### src/rtl/pts_pkg.sv
// Shared types and codes of the periodic task scheduler.
package pts_pkg;

    // Field widths fixed by the item format
    localparam int OP_W     = 2;
    localparam int TIME_W   = 32;
    localparam int SLOT_W   = 4;
    localparam int STATUS_W = 3;
    localparam int COUNT_W  = 5;

    // Most due slots reported by one run-pending walk
    localparam int RESULT_CAP = 16;
    localparam int NDUE_W     = 5;

    // Operation codes
    typedef enum logic [OP_W-1:0] {
        OP_ADD    = 2'd0,
        OP_SET    = 2'd1,
        OP_RUN    = 2'd2,
        OP_UNUSED = 2'd3
    } op_t;

    // Result status codes
    typedef enum logic [STATUS_W-1:0] {
        ST_ADDED      = 3'd0,
        ST_REJECTED   = 3'd1,
        ST_ENABLE_SET = 3'd2,
        ST_DUE        = 3'd3,
        ST_NONE_DUE   = 3'd4
    } status_t;

endpackage

### src/rtl/periodic_task_scheduler_core.sv
// Periodic task scheduler: slot table, walk sequencer and shared serial remainder unit.
//
//   channel  | direction | handshake              | payload
//   ---------+-----------+------------------------+------------------------------------------
//   command  | in        | start high, busy low   | op, now_ms, period, first_delay, slot_id,
//            |           |                        | enable_flag
//   result   | out       | result_valid, 1 cycle  | status, result_slot, slot_count, last
//
// Add, a rejected command and run-pending with no slots give their result in the
// cycle after acceptance and leave busy low. Set-enable holds busy for one table read.
// Run-pending reads and checks each added slot in turn (S_RD, S_CHK); a due slot also
// passes through the bit-serial remainder unit (S_DIV) and a deadline update (S_UPD). The
// walk stops after RESULT_CAP due slots and ends in S_END. Reset clears the enable bits, the
// slot count and the sequencer; the table memories need no clearing. Results cannot be stalled.
module periodic_task_scheduler_core #(
    parameter int MAX_TASKS = 16
) (
    input  logic                          clk,
    input  logic                          rst_n,
    input  logic                          start,
    output logic                          busy,
    input  logic [pts_pkg::OP_W-1:0]      op,
    input  logic [pts_pkg::TIME_W-1:0]    now_ms,
    input  logic [pts_pkg::TIME_W-1:0]    period,
    input  logic [pts_pkg::TIME_W-1:0]    first_delay,
    input  logic [pts_pkg::SLOT_W-1:0]    slot_id,
    input  logic                          enable_flag,
    output logic                          result_valid,
    output logic [pts_pkg::STATUS_W-1:0]  status,
    output logic [pts_pkg::SLOT_W-1:0]    result_slot,
    output logic [pts_pkg::COUNT_W-1:0]   slot_count,
    output logic                          last
);

    localparam int TW  = pts_pkg::TIME_W;
    localparam int IW  = (MAX_TASKS > 1) ? $clog2(MAX_TASKS) : 1;
    localparam int CW  = $clog2(MAX_TASKS + 1);
    localparam int XW  = (IW > pts_pkg::SLOT_W) ? IW : pts_pkg::SLOT_W;
    localparam int KW  = (CW > pts_pkg::SLOT_W) ? CW : pts_pkg::SLOT_W;
    localparam int EW  = (CW > pts_pkg::COUNT_W) ? CW : pts_pkg::COUNT_W;
    localparam int BW  = $clog2(TW);

    typedef enum logic [6:0] {
        S_IDLE = 7'b0000001,
        S_SET  = 7'b0000010,
        S_RD   = 7'b0000100,
        S_CHK  = 7'b0001000,
        S_DIV  = 7'b0010000,
        S_UPD  = 7'b0100000,
        S_END  = 7'b1000000
    } state_t;

    // Slot table memories
    logic [TW-1:0] period_mem   [MAX_TASKS];
    logic [TW-1:0] deadline_mem [MAX_TASKS];

    // Control state
    state_t                 state_reg, state_next;
    logic [IW-1:0]          idx_reg, idx_next;
    logic [CW-1:0]          count_reg, count_next;
    logic [MAX_TASKS-1:0]   en_bits_reg, en_bits_next;
    logic [pts_pkg::NDUE_W-1:0] ndue_reg, ndue_next;
    logic                   pend_valid_reg, pend_valid_next;
    logic [BW-1:0]          bit_cnt_reg, bit_cnt_next;
    logic                   result_valid_reg, result_valid_next;

    // Payload state
    logic [TW-1:0]          now_reg, now_next;
    logic [IW-1:0]          sid_reg, sid_next;
    logic                   en_reg, en_next;
    logic [IW-1:0]          pend_slot_reg, pend_slot_next;
    logic [TW-1:0]          rem_reg, rem_next;
    logic [TW-1:0]          dvd_reg, dvd_next;
    logic [TW-1:0]          rd_per_reg, rd_dl_reg;
    logic [pts_pkg::STATUS_W-1:0] status_reg, status_next;
    logic [pts_pkg::SLOT_W-1:0]   slot_reg, slot_next;
    logic                   last_reg, last_next;

    // Memory port controls
    logic                   rd_en;
    logic [IW-1:0]          rd_addr;
    logic                   per_we, dl_we;
    logic [IW-1:0]          wr_addr;
    logic [TW-1:0]          dl_wd;

    // Helpers
    logic                   accept;
    logic [XW-1:0]          sid_x, pend_x, cidx_x;
    logic [KW-1:0]          sid_k, count_k;
    logic [EW-1:0]          count_e;
    logic [IW-1:0]          sid_idx, cidx;
    logic [TW-1:0]          elapsed;
    logic [TW:0]            trial, trial_sub;
    logic                   trial_ge;
    logic [CW:0]            idx_inc, count_w;
    logic                   last_slot;

    assign accept  = start && (state_reg == S_IDLE);
    assign busy    = (state_reg != S_IDLE);

    assign sid_x   = XW'(slot_id);
    assign sid_idx = sid_x[IW-1:0];
    assign sid_k   = KW'(slot_id);
    assign count_k = KW'(count_reg);
    assign cidx_x  = XW'(count_reg);
    assign cidx    = cidx_x[IW-1:0];
    assign pend_x  = XW'(pend_slot_reg);
    assign count_e = EW'(count_reg);

    // Walk bookkeeping: is the current slot the last added one
    assign idx_inc   = (CW + 1)'(idx_reg) + (CW + 1)'(1);
    assign count_w   = (CW + 1)'(count_reg);
    assign last_slot = (idx_inc >= count_w);

    // Wrap-aware lateness of the slot just read
    assign elapsed = now_reg - rd_dl_reg;

    // Restoring remainder step: shift in one dividend bit, subtract when it fits
    assign trial     = {rem_reg, dvd_reg[TW-1]};
    assign trial_sub = trial - {1'b0, rd_per_reg};
    assign trial_ge  = (trial >= {1'b0, rd_per_reg});

    // Sequencer
    always_comb
    begin
        state_next        = state_reg;
        idx_next          = idx_reg;
        count_next        = count_reg;
        en_bits_next      = en_bits_reg;
        ndue_next         = ndue_reg;
        pend_valid_next   = pend_valid_reg;
        bit_cnt_next      = bit_cnt_reg;
        now_next          = now_reg;
        sid_next          = sid_reg;
        en_next           = en_reg;
        pend_slot_next    = pend_slot_reg;
        rem_next          = rem_reg;
        dvd_next          = dvd_reg;
        result_valid_next = 1'b0;
        status_next       = status_reg;
        slot_next         = slot_reg;
        last_next         = last_reg;
        rd_en             = 1'b0;
        rd_addr           = idx_reg;
        per_we            = 1'b0;
        dl_we             = 1'b0;
        wr_addr           = idx_reg;
        dl_wd             = now_reg;

        case (state_reg)
            S_IDLE:
            begin
                if (start)
                begin
                    case (op)
                        pts_pkg::OP_ADD:
                        begin
                            result_valid_next = 1'b1;
                            last_next         = 1'b1;
                            if ((period != '0) && (count_reg < CW'(MAX_TASKS)))
                            begin
                                per_we                = 1'b1;
                                dl_we                 = 1'b1;
                                wr_addr               = cidx;
                                dl_wd                 = now_ms + first_delay;
                                en_bits_next[cidx]    = 1'b1;
                                count_next            = count_reg + CW'(1);
                                status_next           = pts_pkg::ST_ADDED;
                                slot_next             = cidx_x[pts_pkg::SLOT_W-1:0];
                            end
                            else
                            begin
                                status_next = pts_pkg::ST_REJECTED;
                                slot_next   = '0;
                            end
                        end
                        pts_pkg::OP_SET:
                        begin
                            if (sid_k < count_k)
                            begin
                                rd_en      = 1'b1;
                                rd_addr    = sid_idx;
                                sid_next   = sid_idx;
                                en_next    = enable_flag;
                                now_next   = now_ms;
                                state_next = S_SET;
                            end
                            else
                            begin
                                result_valid_next = 1'b1;
                                status_next       = pts_pkg::ST_REJECTED;
                                slot_next         = '0;
                                last_next         = 1'b1;
                            end
                        end
                        pts_pkg::OP_RUN:
                        begin
                            if (count_reg == '0)
                            begin
                                result_valid_next = 1'b1;
                                status_next       = pts_pkg::ST_NONE_DUE;
                                slot_next         = '0;
                                last_next         = 1'b1;
                            end
                            else
                            begin
                                rd_en           = 1'b1;
                                rd_addr         = '0;
                                idx_next        = '0;
                                ndue_next       = '0;
                                pend_valid_next = 1'b0;
                                now_next        = now_ms;
                                state_next      = S_CHK;
                            end
                        end
                        default:
                        begin
                            result_valid_next = 1'b1;
                            status_next       = pts_pkg::ST_REJECTED;
                            slot_next         = '0;
                            last_next         = 1'b1;
                        end
                    endcase
                end
            end

            // Re-arm a slot that turns on, then store the new flag
            S_SET:
            begin
                if (en_reg && !en_bits_reg[sid_reg])
                begin
                    dl_we   = 1'b1;
                    wr_addr = sid_reg;
                    dl_wd   = now_reg + rd_per_reg;
                end
                en_bits_next[sid_reg] = en_reg;
                result_valid_next     = 1'b1;
                status_next           = pts_pkg::ST_ENABLE_SET;
                slot_next             = '0;
                last_next             = 1'b1;
                state_next            = S_IDLE;
            end

            // Fetch the current slot
            S_RD:
            begin
                rd_en      = 1'b1;
                rd_addr    = idx_reg;
                state_next = S_CHK;
            end

            // Start the remainder for a due slot, else advance
            S_CHK:
            begin
                if (en_bits_reg[idx_reg] && !elapsed[TW-1])
                begin
                    rem_next     = '0;
                    dvd_next     = elapsed;
                    bit_cnt_next = '0;
                    state_next   = S_DIV;
                end
                else if (last_slot)
                begin
                    state_next = S_END;
                end
                else
                begin
                    idx_next   = idx_reg + IW'(1);
                    state_next = S_RD;
                end
            end

            // One remainder bit per cycle
            S_DIV:
            begin
                rem_next     = trial_ge ? trial_sub[TW-1:0] : trial[TW-1:0];
                dvd_next     = {dvd_reg[TW-2:0], 1'b0};
                bit_cnt_next = bit_cnt_reg + BW'(1);
                if (bit_cnt_reg == BW'(TW - 1))
                begin
                    state_next = S_UPD;
                end
            end

            // Skip missed periods: new deadline is now - (elapsed mod period) + period
            S_UPD:
            begin
                dl_we   = 1'b1;
                wr_addr = idx_reg;
                dl_wd   = now_reg - rem_reg + rd_per_reg;
                if (pend_valid_reg)
                begin
                    result_valid_next = 1'b1;
                    status_next       = pts_pkg::ST_DUE;
                    slot_next         = pend_x[pts_pkg::SLOT_W-1:0];
                    last_next         = 1'b0;
                end
                pend_valid_next = 1'b1;
                pend_slot_next  = idx_reg;
                ndue_next       = ndue_reg + pts_pkg::NDUE_W'(1);
                if (last_slot || (ndue_reg == pts_pkg::NDUE_W'(pts_pkg::RESULT_CAP - 1)))
                begin
                    state_next = S_END;
                end
                else
                begin
                    idx_next   = idx_reg + IW'(1);
                    state_next = S_RD;
                end
            end

            // Flush the held due slot as the final result, or report none due
            S_END:
            begin
                result_valid_next = 1'b1;
                last_next         = 1'b1;
                if (pend_valid_reg)
                begin
                    status_next = pts_pkg::ST_DUE;
                    slot_next   = pend_x[pts_pkg::SLOT_W-1:0];
                end
                else
                begin
                    status_next = pts_pkg::ST_NONE_DUE;
                    slot_next   = '0;
                end
                pend_valid_next = 1'b0;
                state_next      = S_IDLE;
            end

            default:
            begin
                state_next = S_IDLE;
            end
        endcase
    end

    // Control registers
    always_ff @(posedge clk or negedge rst_n)
    begin
        if (!rst_n)
        begin
            state_reg        <= S_IDLE;
            idx_reg          <= '0;
            count_reg        <= '0;
            en_bits_reg      <= '0;
            ndue_reg         <= '0;
            pend_valid_reg   <= 1'b0;
            bit_cnt_reg      <= '0;
            result_valid_reg <= 1'b0;
        end
        else
        begin
            state_reg        <= state_next;
            idx_reg          <= idx_next;
            count_reg        <= count_next;
            en_bits_reg      <= en_bits_next;
            ndue_reg         <= ndue_next;
            pend_valid_reg   <= pend_valid_next;
            bit_cnt_reg      <= bit_cnt_next;
            result_valid_reg <= result_valid_next;
        end
    end

    // Payload registers
    always_ff @(posedge clk)
    begin
        now_reg       <= now_next;
        sid_reg       <= sid_next;
        en_reg        <= en_next;
        pend_slot_reg <= pend_slot_next;
        rem_reg       <= rem_next;
        dvd_reg       <= dvd_next;
        status_reg    <= status_next;
        slot_reg      <= slot_next;
        last_reg      <= last_next;
    end

    // Table memories: one write port each, registered read
    always_ff @(posedge clk)
    begin
        if (per_we)
        begin
            period_mem[wr_addr] <= period;
        end
        if (dl_we)
        begin
            deadline_mem[wr_addr] <= dl_wd;
        end
        if (rd_en)
        begin
            rd_per_reg <= period_mem[rd_addr];
            rd_dl_reg  <= deadline_mem[rd_addr];
        end
    end

    // Drive result ports
    assign result_valid = result_valid_reg;
    assign status       = status_reg;
    assign result_slot  = slot_reg;
    assign slot_count   = count_e[pts_pkg::COUNT_W-1:0];
    assign last         = last_reg;

endmodule

### config.mk
export PLATFORM = sky130hd
export DESIGN_NAME = periodic_task_scheduler_core
export DESIGN_NICKNAME = d
export VERILOG_FILES = /design/src/rtl/pts_pkg.sv /design/src/rtl/periodic_task_scheduler_core.sv
export SDC_FILE = /design/constraint.sdc
export NUM_CORES = 2
export LEC_CHECK = 0
export BUFFER_PORTS_ARGS = -buffer_cell sky130_fd_sc_hd__buf_2
export CAP_MARGIN = 15
export CORE_MARGIN = 2
export CORE_UTILIZATION = 35
export DETAILED_ROUTE_END_ITERATION = 16
export PLACE_DENSITY = 0.6
export SLEW_MARGIN = 40
export SYNTH_ARGS = -nofsm -noshare
export SYNTH_HDL_FRONTEND = slang
export SYNTH_SLANG_ARGS = --single-unit
### constraint.sdc
create_clock -name clk -period 5.7 [get_ports clk]
set_input_delay 1.425 -clock clk [delete_from_list [all_inputs] [get_ports clk]]
set_output_delay 1.425 -clock clk [all_outputs]
set_load 0.05 [all_outputs]
# ---- Word level (Yosys, flattened, before mapping)
# Memory sizes are Yosys's and may differ from the RTL's. A register that Yosys moved wholly into a read port is not among the register bits.
# Cells that the tools add are included.
dict set report totals {
  input_bits 106
  n_memories 2
  out_inout_bits 15
  ramBits 1024
  regBits 157
}
# name words word_bits rd rd_clocked_by_memory_dff write_ports line_no
set memory_table {}
lappend memory_table {deadline_mem 16 32 1 1 1 periodic_task_scheduler_core.sv:55} ;# logic [TW-1:0] deadline_mem [MAX_TASKS];
lappend memory_table {period_mem 16 32 1 1 1 periodic_task_scheduler_core.sv:54} ;# logic [TW-1:0] period_mem [MAX_TASKS];
dict set report classes {
  n_lt_le_gt_ge 9
  reduce_logical 31
  n_mux 104
  eq_ne 30
  n_addsub 11
  bitwise 1
}
# cell n
set ops {}
lappend ops {{$mux 32} 9}
lappend ops {{$pmux 32 s2} 3}
lappend ops {{$add 32x32->32} 3}
lappend ops {{$pmux 32 s3} 1}
lappend ops {{$sub 32x32->32} 3}
lappend ops {{$mux 4} 19}
lappend ops {{$mux 7} 7}
lappend ops {{$mux 16} 3}
lappend ops {{$pmux 7 s5} 1}
lappend ops {{$ge 33x32->1} 1}
lappend ops {{$pmux 16 s2} 1}
lappend ops {{$reduce_bool 32->1} 1}
lappend ops {{$mux 1} 28}
lappend ops {{$pmux 4 s3} 2}
lappend ops {{$mux 5} 4}
lappend ops {{$ne 2x2->1 const B} 10}
lappend ops {{$pmux 5 s2} 2}
lappend ops {{$reduce_and 4->1} 5}
lappend ops {{$reduce_and 5->1} 4}
lappend ops {{$bwmux 16} 1}
lappend ops {{$or 16x16->16} 1}
lappend ops {{$pmux 4 s2} 2}
lappend ops {{$pmux 4 s4} 1}
lappend ops {{$add 5x1->5 const B} 3}
lappend ops {{other kinds (41)} 71}

# ---- Longest topological paths before layout
dict set report logic_depth {
  ltp_word 9
  ltp_mapped 16
  depth_no_buf 16
}

# ---- Worst setup path before layout
# OpenSTA, ideal clock, no wires.
dict set report synth_path {
  kind {input-to-reg}
  from {input period[24] (netlist bit)}
  to {memory period_mem[11][0] (netlist bit), enable pin}
  slack_ns 0.844
  arrival_ns 4.435
  path_buffers 1
  cell_stages 10
  setup_time_ns 0.421
  path_cell_list {nor4_1 -> nand4_1 -> o211ai_1 -> inv_1 -> nand3_1 -> clkbuf_1 -> o211ai_1 -> inv_1 -> nand3_1 -> nor2_1}
}
dict set report synth_between {
  elab_chain_len 8
  elab_cells_between_ends 12
}
# element line_no
set synth_lines {}
lappend synth_lines {{start, declared} periodic_task_scheduler_core.sv:24} ;# input logic [pts_pkg::TIME_W-1:0] period,
lappend synth_lines {{$reduce_bool 32->1 (*)} periodic_task_scheduler_core.sv:160} ;# if ((period != '0) && (count_reg < CW'(MAX_TASKS)))
lappend synth_lines {{$logic_and 1x1->1 (*)} periodic_task_scheduler_core.sv:160}
lappend synth_lines {{$mux 1} periodic_task_scheduler_core.sv:160}
lappend synth_lines {{$mux 1} periodic_task_scheduler_core.sv:155} ;# case (op)
lappend synth_lines {{$mux 1} periodic_task_scheduler_core.sv:153} ;# if (start)
lappend synth_lines {{$mux 1} periodic_task_scheduler_core.sv:150} ;# case (state_reg)
lappend synth_lines {{$mux 1} periodic_task_scheduler_core.sv:382} ;# if (per_we)
lappend synth_lines {{$mux 1 (implied by the code)} periodic_task_scheduler_core.sv:384} ;# period_mem[wr_addr] <= period;
lappend synth_lines {{end, declared} periodic_task_scheduler_core.sv:54}
# Mark *: on every way between the ends. The rest lies on a longest branch, timed or not.

# ---- Worst setup path after layout
dict set report layout_path {
  from {register now_reg[1]}
  to {memory deadline_mem[10][25] (netlist bit), data pin}
}
dict set report layout_between {
  elab_chain_len 3
  elab_cells_between_ends 5
}
# element line_no
set layout_lines {}
lappend layout_lines {{start, declared} periodic_task_scheduler_core.sv:68} ;# logic [TW-1:0] now_reg, now_next;
lappend layout_lines {{start signal, assigned} periodic_task_scheduler_core.sv:368} ;# now_reg <= now_next;
lappend layout_lines {{$sub 32x32->32 / $add 32x32->32 (equally long branches)} {periodic_task_scheduler_core.sv:290, periodic_task_scheduler_core.sv:234}}
lappend layout_lines {{$add 32x32->32 / $mux 32 (equally long branches)} {periodic_task_scheduler_core.sv:290, periodic_task_scheduler_core.sv:230}}
lappend layout_lines {{$pmux 32 s3 (*)} periodic_task_scheduler_core.sv:150}
lappend layout_lines {{named net dl_wd[25]} periodic_task_scheduler_core.sv:84} ;# logic [TW-1:0] dl_wd;
lappend layout_lines {{end, declared} periodic_task_scheduler_core.sv:55}
# Mark *: on every way through the listed nets, which the timed path passes. The rest lies on a longest branch.

==> results.yml <==
detailed_routing:
  post-route-drc-count: 0
  via_per_inst: 5.65
  vias: 36584
  drtIter0Drc: 4195
  detail-route-antenna-nets: 0
  first_pass_iters: 5
  wl_per_cell_um: 25.9
  routed_wl_um: 168000
setup_path:
  critPathRequiredTime_ps: 6220
  worst-setup-path-type: "reg2reg"
  startpoint: "now_reg[1]$_DFFE_PP_"
  r2r-start: "now_reg[1]$_DFFE_PP_"
  cp-start-kind: "register"
  r2r_cells: 15
  worstPathMaxFanout: 16
  arrival_ps: 5800
  reg2reg_slack_ps: 420
  cp-end-kind: "register"
  crit_path_end: "deadline_mem[10][25]$_DFFE_PP_"
  r2r-end: "deadline_mem[10][25]$_DFFE_PP_"
floorplan:
  num_rows: 149
  die_y_um: 410
  io_pins: 121
  core_area_um2: 164000
  die_w_um: 410
  initial_utilization_pct: 35.1
  die_area_um2: 168000
logic_synthesis:
  yosys_warnings: 0
  synthArstFlopShare_pct: 3.53
  synth_edf_count: 1201
  synth_area_um2: 57700
  synth.distinct_cells: 80
  synth_top_flop_cell: "edfxtp_1"
  synth.yosys.seq_area_share_pct: 64.4
  avgSynthCellArea_um2: 14.7
  synthCells: 3916
  synth-seq-cells: 1245
  synth_fp_nets: 4234
clock_network:
  cts-htree-levels: 4
  postCtsSetupBuffers: 0
  cts_num_sinks: 1245
  cts_max_path_buffers: 3
  clock_latency_ps: 800
  cts-buffers-inserted: 137
  clockRootBuffer: "clkbuf_16"
  hold_buffers: 0
  cts.clk_slew.worst_paths_ps: 70
  cts_tree: "built"
  post_cts_resized: 0
placed_design:
  place_congestion: 0.983
  dp_cells: 6227
  io_buffers: 120
  hpwl_um: 109000
global_route:
  grt_max_degree: 65
  antenna_found_initial: 13
  grt_pass1_wl_um: 242000
  grt_pass1_vias: 35589
  grt_overflow_total: 0
  grt_use_total_pct: 19.7
timing:
  skew_ps: 39.4
  tightest_slew_ps: 922
  finalHoldViolations: 0
  fmax_mhz: 189
  drv_slew: 0
  fin_crit_ps: 5280
  rsz0062_at_grt: "false"
  max_slew_margin_pct: 38.5
  setup_viol: 0
  whs_ps: 485
  period_share_pct: 92.6
cells_and_area:
  utilization_pct: 40.9
  num-nets-final: 4496
  drive_above_1_share_pct: 17.6
  instances_no_fill: 6475
  syn_to_final_growth_pct: 16.4
  diodes: 0
  reg_top3: "deadline_mem x512, period_mem x512"
power_and_ir_drop:
  irDropWorstVdd_uv: 277
  leakage_nw: 24.0
  p_per_area_nw_per_um2: 345
run:
  drv_cap: 0
run_status:
  run_status: "finished clean"
hold_path:
  hp-class: "reg2reg"
worst min-delay path by stage:
stage	start	slack (ps)	cells past startpoint	end
after floorplan	idx_reg[3]$_DFFE_PN0P_	420	0	pend_slot_reg[3]$_DFFE_PP_
after global placement	ndue_reg[4]$_DFFE_PN0P_	460	2	ndue_reg[4]$_DFFE_PN0P_
after detailed placement	ndue_reg[4]$_DFFE_PN0P_	480	2	ndue_reg[4]$_DFFE_PN0P_
after CTS	ndue_reg[4]$_DFFE_PN0P_	490	2	ndue_reg[4]$_DFFE_PN0P_
after global routing	bit_cnt_reg[2]$_DFFE_PN0P_	520	1	bit_cnt_reg[2]$_DFFE_PN0P_
final	ndue_reg[4]$_DFFE_PN0P_	480	2	ndue_reg[4]$_DFFE_PN0P_
through the flow:
step	setup TNS [ps]	power [W]	area, µm²	setup WS, ps
floorplan	0	0.0134	57700	844
global placement	-75410	0.0146	62600	-377
detailed placement	-36200	0.0147	62800	-254
CTS	0	0.0233	67200	463
global route	0	0.0240	67200	277
finish	0	0.0232	67200	421
per-layer routing:
metal / up-vias / track usage (%) / share of wire, %
met1: 18789 / 27.6 / 43
met4: 8 / 7.09 / 3.4
li1: 15883 / - / -
met3: 309 / 3.70 / 8.5
met2: 1595 / 30.5 / 45
met5: - / 0 / 0.027
area by class of cell:
class                           count  area, µm²
Fill cell                       14951      97200
Sequential cell                  1245      37200
Multi-Input combinational cell   2291      19400
Clock buffer                      167       3550
Tap cell                         2189       2740
Timing Repair Buffer              293       2730
Clock inverter                     80        868
Inverter                          210        788
power by group:
part           switching (W)  leakage [nW]  internal (W)
Sequential          0.000199          11.4        0.0103
Clock                0.00383          2.12       0.00485
Combinational        0.00237          10.5       0.00161
Total                0.00639          24.0        0.0168
worst max-delay path, stage by stage (launching register included):
cell and delay (ps):
edfxtp_1 680, inv_1 270, fa_1 640, inv_1 50, ha_1 290, a211oi_1 270
o21ai_0 230, o311a_1 380, o221ai_1 290, a21oi_1 180, o21ai_0 280, a21boi_0 160
or3_1 420, a31oi_1 320, o221ai_1 260, buf_4 250
cells by family (layout without fill, tap and decap cells):
logic type / after synthesis / count (layout) / synth area share [%]
compound gates: 852 / 852 / 9.98
xor+xnor: 123 / 123 / 1.87
fa+ha+maj: 212 / 212 / 5.05
simple gates: 810 / 810 / 6.54
flops: 1245 / 1245 / 64.4
mux: 294 / 294 / 9.48
buf+inv: 380 / 750 / 2.70
Yosys cell counts, drive strengths merged (19+ instances only):
cell type,n,area share (%)
a211oi,19,0.25
nand3,130,1.1
o21ai,125,1.1
a21oi,250,2.2
nor2b,25,0.27
clkbuf,117,0.76
mux2i,90,1.6
a21o,79,1.0
nor2,174,1.1
xor2,51,0.77
a221o,68,1.2
nand2b,32,0.35
dfrtp,43,1.9
fa,35,1.2
and3,26,0.29
o21bai,26,0.34
edfxtp,1201,62
a22oi,73,0.95
nor3,37,0.32
o21a,25,0.33
ha,177,3.8
mux4,202,7.9
nand2,295,1.9
xnor2,72,1.1
buf,53,0.58
a31oi,29,0.31
inv,210,1.4
cell usage in the layout (no fill, tap or decap), drive strengths merged, types with 26 or more instances in the layout:
master     n
a21o      79
a21oi    250
a221o     68
a22oi     73
a31oi     29
and3      26
buf      293
clkbuf   167
clkinv    63
dfrtp     43
edfxtp  1201
fa        35
ha       177
inv      216
mux2i     90
mux4     202
nand2    295
nand2b    32
nand3    130
nor2     174
nor3      37
o21ai    125
o21bai    26
xnor2     72
xor2      51
(Power assumes the default switching activity.)
